===== src/hw/rtl/pcd_pkg.sv =====
package pcd_pkg;

  localparam int SampW = 16;
  localparam int AccW  = 40;
  localparam int ChanW = 3;

  typedef enum logic [1:0] {
    S_IDLE,
    S_FIR,
    S_COMB,
    S_DONE
  } pcd_state_t;

  typedef struct packed {
    logic clear;
    logic rd;
    logic shift;
  } pcd_ctl_t;

  // clamp a 41-bit sum to the 40-bit accumulator range
  function automatic logic signed [AccW-1:0] sat_acc(input logic signed [AccW:0] v);
    logic signed [AccW-1:0] r;
    if (v[AccW] != v[AccW-1]) begin
      r = v[AccW] ? {1'b1, {(AccW-1){1'b0}}} : {1'b0, {(AccW-1){1'b1}}};
    end else begin
      r = v[AccW-1:0];
    end
    return r;
  endfunction

endpackage


===== src/hw/rtl/pcd_ram.sv =====
module pcd_ram #(
  parameter int WIDTH = 16,
  parameter int DEPTH = 32
) (
  input  logic                                      clk,
  input  logic                                      we,
  input  logic [(DEPTH > 1 ? $clog2(DEPTH) : 1)-1:0] waddr,
  input  logic [WIDTH-1:0]                          wdata,
  input  logic [(DEPTH > 1 ? $clog2(DEPTH) : 1)-1:0] raddr,
  output logic [WIDTH-1:0]                          rdata
);

  logic [WIDTH-1:0] mem [DEPTH];

  always_ff @(posedge clk) begin
    if (we) begin
      mem[waddr] <= wdata;
    end
    rdata <= mem[raddr];
  end

endmodule


===== src/hw/rtl/pcd_cell.sv =====
module pcd_cell import pcd_pkg::*; #(
  parameter int TAPS_PER_BRANCH = 32
) (
  input  logic                                 clk,
  input  logic                                 rst,
  input  pcd_ctl_t                             ctl,
  input  logic [(TAPS_PER_BRANCH > 1 ? $clog2(TAPS_PER_BRANCH) : 1)-1:0] tap_addr,
  input  logic [(TAPS_PER_BRANCH > 1 ? $clog2(TAPS_PER_BRANCH) : 1)-1:0] hist_addr,
  input  logic                                 tap_we,
  input  logic [(TAPS_PER_BRANCH > 1 ? $clog2(TAPS_PER_BRANCH) : 1)-1:0] tap_waddr,
  input  logic signed [SampW-1:0]              tap_wdata,
  input  logic                                 hist_we,
  input  logic [(TAPS_PER_BRANCH > 1 ? $clog2(TAPS_PER_BRANCH) : 1)-1:0] hist_waddr,
  input  logic [2*SampW-1:0]                   hist_wdata,
  input  logic signed [AccW-1:0]               y_re_in,
  input  logic signed [AccW-1:0]               y_im_in,
  output logic signed [AccW-1:0]               y_re,
  output logic signed [AccW-1:0]               y_im
);

  logic [SampW-1:0]       h;
  logic [2*SampW-1:0]     x;
  logic                   rd_q;
  logic                   prod_v;
  logic signed [2*SampW-1:0] prod_re;
  logic signed [2*SampW-1:0] prod_im;

  pcd_ram #(.WIDTH(SampW), .DEPTH(TAPS_PER_BRANCH)) u_taps (
    .clk(clk), .we(tap_we), .waddr(tap_waddr), .wdata(tap_wdata),
    .raddr(tap_addr), .rdata(h)
  );

  pcd_ram #(.WIDTH(2*SampW), .DEPTH(TAPS_PER_BRANCH)) u_hist (
    .clk(clk), .we(hist_we), .waddr(hist_waddr), .wdata(hist_wdata),
    .raddr(hist_addr), .rdata(x)
  );

  always_ff @(posedge clk) begin
    if (rst) begin
      rd_q   <= 1'b0;
      prod_v <= 1'b0;
    end else begin
      rd_q   <= ctl.rd;
      prod_v <= rd_q;
    end
  end

  always_ff @(posedge clk) begin
    prod_re <= $signed(h) * $signed(x[SampW-1:0]);
    prod_im <= $signed(h) * $signed(x[2*SampW-1:SampW]);
    if (ctl.clear) begin
      y_re <= '0;
      y_im <= '0;
    end else if (prod_v) begin
      y_re <= sat_acc({y_re[AccW-1], y_re} + (AccW+1)'(prod_re));
      y_im <= sat_acc({y_im[AccW-1], y_im} + (AccW+1)'(prod_im));
    end else if (ctl.shift) begin
      y_re <= y_re_in;
      y_im <= y_im_in;
    end
  end

endmodule


===== config.mk =====
export PLATFORM = sky130hd
export DESIGN_NAME = pcd_cell
export DESIGN_NICKNAME = d
export VERILOG_FILES = /design/src/hw/rtl/pcd_pkg.sv /design/src/hw/rtl/pcd_ram.sv /design/src/hw/rtl/pcd_cell.sv
export SDC_FILE = /design/constraint.sdc
export NUM_CORES = 2
export LEC_CHECK = 0
export ABC_AREA = 1
export BUFFER_PORTS_ARGS = -buffer_cell sky130_fd_sc_hd__buf_2
export CAP_MARGIN = 30
export CORE_MARGIN = 2
export CORE_UTILIZATION = 64
export DETAILED_ROUTE_END_ITERATION = 16
export PLACE_DENSITY_LB_ADDON = 0.05
export SLEW_MARGIN = 20
export SYNTH_ARGS = -nofsm -noshare
export SYNTH_HDL_FRONTEND = slang
export SYNTH_SLANG_ARGS = --single-unit

===== constraint.sdc =====
create_clock -name clk -period 10.55 [get_ports clk]
set_clock_uncertainty 0.15 [all_clocks]
set_input_delay 1.055 -clock clk [delete_from_list [all_inputs] [get_ports clk]]
set_output_delay 1.055 -clock clk [all_outputs]
set_load 0.03 [all_outputs]

; ---- Yosys cells after proc, flatten, opt, wreduce, memory -nomap -nowiden
; Memories as Yosys holds them, arrays and structs flattened. A register that Yosys moved wholly into a read port is not among the register bits.
; Index checks and enable logic that the tools add are counted.
[totals]
regBits = 146
mem_bits_rw = 1536
input_bits = 155
elab_cells = 27
memories = 2
[classes]
n_addsub = 2
multipliers = 2
n_eq_ne = 2
n_mux = 12
n_reduce_logical = 1
[mem_list]
columns = memory, depth, width, rd, rd_ports_with_merged_regs, wr, line_no
row1 = u_hist.mem, 32, 32, 1, 1, 1, pcd_ram.sv:13  ; logic [WIDTH-1:0] mem [DEPTH];
row2 = u_taps.mem, 32, 16, 1, 1, 1, pcd_ram.sv:13
[ops]
columns = cell, n
row1 = 40-bit 2-to-1 mux, 8
row2 = 40-bit by 32-bit adder with 41-bit output, 2
row3 = 16-bit by 16-bit multiplier with 32-bit output, 2
row4 = 1-bit 2-to-1 mux, 4
row5 = 1-bit inequality test, 2
row6 = 2-bit nonzero test, 1

; ---- Logic depth before layout (Yosys ltp)
[depth]
ltp_word = 4
mapped_depth = 29
mapped_depth_nobuf = 27

; ---- Modules after synthesis
; From an unflattened synthesis, not the netlist that was laid out.
[hier_totals]
cells_unflattened = 9706
area_unflattened_um2 = 95222.6
[by_module_without_submodules]
columns = module, instances, cells_each, area_per_inst_um2, seq_area_each_um2
row1 = pcd_ram (u_hist), 1, 3536, 42405.7, 31390.1
row2 = pcd_cell, 1, 4376, 31515.2, 2922.8
row3 = pcd_ram (u_taps), 1, 1794, 21301.7, 15695.1

; ---- Worst setup path before layout
; No wires, ideal clock.
[synth_timing]
path_type = flip-flop to flip-flop
from = reg u_hist.rdata[19], read port of u_hist.mem
to = reg prod_im[28]
setup_ns = 0.072
arrival_ns = 5.644
required_ns = 10.328
slack_ns = 4.684
stages_incl_launch_ff = 23
path_buffers = 2
cell_sequence = dfxtp_1 -> clkbuf_1 -> clkbuf_1 -> nand2_1 -> inv_1 -> fa_1 -> fa_1 -> fa_1 -> fa_1 -> fa_1 -> inv_1 -> fa_1 -> inv_1 -> ha_1 -> nand2_1 -> nor3_1 -> nand2_1 -> o211ai_1 -> nand3_1 -> nand2_1 -> nand3_1 -> nand2_1 -> xor2_1
[synth_via]
elab_chain_len = 1
[synth_lines]
columns = item, line_no
row1 = from (decl), pcd_ram.sv:10  ; output logic [WIDTH-1:0] rdata
row2 = 16-bit by 16-bit multiplier with 32-bit output, pcd_cell.sv:50  ; prod_im <= $signed(h) * $signed(x[2*SampW-1:SampW]);
row3 = to (signal assigned), pcd_cell.sv:50
row4 = to (decl), pcd_cell.sv:26  ; logic signed [2*SampW-1:0] prod_im;
; Every way passes these cells.
; A chain may end at the register's enable or synchronous reset.

; ---- Worst setup path in the final report
[layout_timing]
from = reg u_hist.rdata[17], read port of u_hist.mem
to = reg prod_im[28]
; The elaborated chain is that of the path after synthesis.

==> results.json <==
{
  "hold_violations": 0,
  "hold_class": "flop to flop",
  "max_stage_delay_ns": 0.93,
  "first_pass_iters": 6,
  "ys.flop_type": "edfxtp_1",
  "tightest_slew_ns": 1.17,
  "ys_seq_elements": 1730,
  "cts_buffer_depth": 3,
  "startpoint_type": "flop",
  "cp-end-kind": "flop",
  "layout-drive-gt1-share_pct": 8.91,
  "crit_required_ns": 11.10,
  "initial_core_util_pct": 64.3,
  "synth_nets": 9604,
  "synth_area_leaders": "edfxtp_1 50%, fa_1 11%, o21ai_0 5.4%",
  "max-cap-violations": 0,
  "drt-initial-drc-count": 7541,
  "path_clk_slew_ns": 0.06,
  "grt_pass1_vias": 63661,
  "cts-hold-fix-buffers": 0,
  "root_buffer": "clkbuf_16",
  "fin_crit_sh_pct": 62.3,
  "crit_type": "flop to flop",
  "postSynthCellCount": 8679,
  "fp.dieArea_mm2": 0.147,
  "finalSetupViolations": 0,
  "pin_count": 235,
  "fp.dieH_um": 383,
  "clk_latency_ns": 0.83,
  "crit_top_cell": "fa_1",
  "grt_max_degree": 201,
  "dp_hpwl_um": 155000,
  "clkSinkCount": 1730,
  "cts_tree": "built",
  "cp.arrival_ns": 7.12,
  "critPathMaxFanout": 16,
  "die_w_um": 383,
  "synth-edff-count": 1536,
  "gp_congestion": 0.952,
  "core_area_mm2": 0.143,
  "routed-via-count": 65803,
  "drc": 0,
  "cts_inserted_buffers": 172,
  "netlist.top_cell.by_area": "edfxtp_1",
  "nets": 9658,
  "globalRouteOverflowTotal": 0,
  "post-route-min-period_ns": 6.57,
  "grt_pass1_wl_um": 379000,
  "synth_cell_types": 43,
  "seq_area_frac_synth_pct": 54.3,
  "finalSetupTns_ns": 0,
  "viasPerCell": 6.10,
  "yosysWarnings": 0,
  "antenna_found_initial": 15,
  "cp_top_family": "adder cells",
  "finalMaxSlewViolations": 0,
  "synth_top_cell_area_share_pct": 50.1,
  "syn_area_mm2": 0.0920,
  "critical_path_buf_inv_count": 3,
  "async_reset_ff_share_pct": 0,
  "wire_per_inst_um": 23.3,
  "cts_setup_buffers": 0,
  "slew_headroom_pct": 22.3,
  "cp_cell_sequence": "nand2_1 > inv_1 > fa_1 > fa_1 > fa_1 > fa_1 > fa_1 > inv_1 > fa_1 > inv_1 > ha_1 > nand2_1 > nor3_1 > nand2_1 > o211ai_1 > nand3_1 > nand2_1 > nand3_1 > nand2_1 > xor2_1",
  "num_rows": 139,
  "area_delta_synth_final_pct": 9.41,
  "max_freq_mhz": 152,
  "routed_wl_um": 251000,
  "slowest_stage": "fa_1",
  "cts.repair.resized": 0,
  "syn_avg_cell_area_um2": 10.6,
  "ant_nets": 0,
  "track_usage_pct": 34.2,
  "rsz0062_at_grt": "false",
  "cts_max_level": 4,
  "io_buffer_count": 234,
  "status": "completed"
}
[per-stage QoR]
step                      hold WS (ns)  utilization [%]  area [um2]  std cells  setup slack (ns)
after floorplan                  0.238                -       92000       8679              4.68
after global placement           0.242             66.3       94900      10457              4.19
after detailed placement         0.248             66.4       95000      10459              4.01
after CTS                        0.246             70.3      101000      10778              3.97
after global routing             0.274             70.4      101000      10784              3.55
final                            0.256             70.4      101000      10789              3.98
[final cells by class]
type / instances / area, um2
multi-input cells: 5408 / 36400
clock buffers: 220 / 4540
flip-flops and latches: 1730 / 50000
clock inverters: 99 / 1080
fillers: 10532 / 42400
repair buffers: 359 / 2270
diodes: 8 / 20.0
inverters: 1062 / 4010
well taps: 1903 / 2380
[metal layers]
metal / GRT usage, % / vias to the layer above / part of all wire, %
li1: - / 29584 / -
met3: 5.54 / 422 / 9.8
met1: 49.5 / 32512 / 40
met4: 10.3 / 10 / 2.8
met2: 53.8 / 3275 / 47
met5: 0 / - / 0.027
[path summary, 6_finish.rpt]
path                         endpoint                startpoint  depth (start not counted)  slack, ns
setup / recovery  prod_im[28]$_DFF_P_  u_hist.rdata[17]$_DFF_P_                         20       3.98
hold / removal      prod_v$_SDFF_PP0_           rd_q$_SDFF_PP0_                          2       0.26
setup reg to reg  prod_im[28]$_DFF_P_  u_hist.rdata[17]$_DFF_P_                         20       3.98
hold reg to reg     prod_v$_SDFF_PP0_           rd_q$_SDFF_PP0_                          2       0.26
[synthesized netlist by cell type, types with 38 or more instances]
cell / instances
edfxtp_1: 1536
fa_1: 526
xor2_1: 84
xnor2_1: 41
nor2_1: 1168
o21ai_0: 992
ha_1: 244
a21oi_1: 205
nand2_1: 1195
o221ai_1: 273
o22ai_1: 112
a31oi_1: 56
or2_2: 73
clkbuf_1: 441
dfxtp_1: 194
inv_1: 1057
nand3_1: 225
a32oi_1: 38
[worst reg2reg max path: cells and delay by family, from the launching register on]
family | cells | cell delay (ns)
adders and majority gates | 7 | 3.86
xor gates and xnor gates | 1 | 0.14
and+or+nand+nor | 8 | 1.08
buffers and inverters | 3 | 0.25
AOI/OAI and AO/OA | 1 | 0.28
DFF | 1 | 0.75
[flip-flops by register name, indices dropped and copies added (netlist names)]
register and count:
prod_re 32, u_taps.mem 512, u_hist.rdata 32, y_re 40, prod_v 1, u_hist.mem 1024
y_im 40, rd_q 1, prod_im 32, u_taps.rdata 16
[layout by cell type, fill, tap and decap left out, drive strengths merged, types with 5 or more instances in the layout]
master    Yosys  layout
nand4        28      28
edfxtp     1536    1536
or2          73      73
a21oi       227     227
dfxtp       194     194
nor3         13      13
bufinv        0      13
o21ai       992     992
o22ai       112     112
nand2      1223    1223
xnor2        41      41
a21boi        5       5
ha          244     244
o21bai       20      20
o221ai      273     273
nor4          9       9
clkbuf      441     220
a31oi        56      56
clkinvlp      0       8
inv        1060    1066
fa          526     526
a32oi        38      38
nor2       1184    1184
xor2         84      84
diode         0       8
buf          38     359
nand3       231     231
a21o         12      12
clkinv        2      74
[logic make-up (layout without fill, tap and decap cells)]
| group | after synthesis | in the layout | synth area share [%] |
|---|---|---|---|
| compound gates | 1748 | 1748 | 11.2 |
| xor+xnor | 125 | 125 | 1.19 |
| fa+ha+maj | 770 | 770 | 14.8 |
| buf+inv | 1541 | 1740 | 6.40 |
| flops | 1730 | 1730 | 54.3 |
| other cells | 0 | 8 | 0 |
| simple gates | 2765 | 2765 | 12.1 |
Power is left out: the tool's default activity adds up to more than one toggle a clock period on the data nets, which glitch-free logic cannot reach.
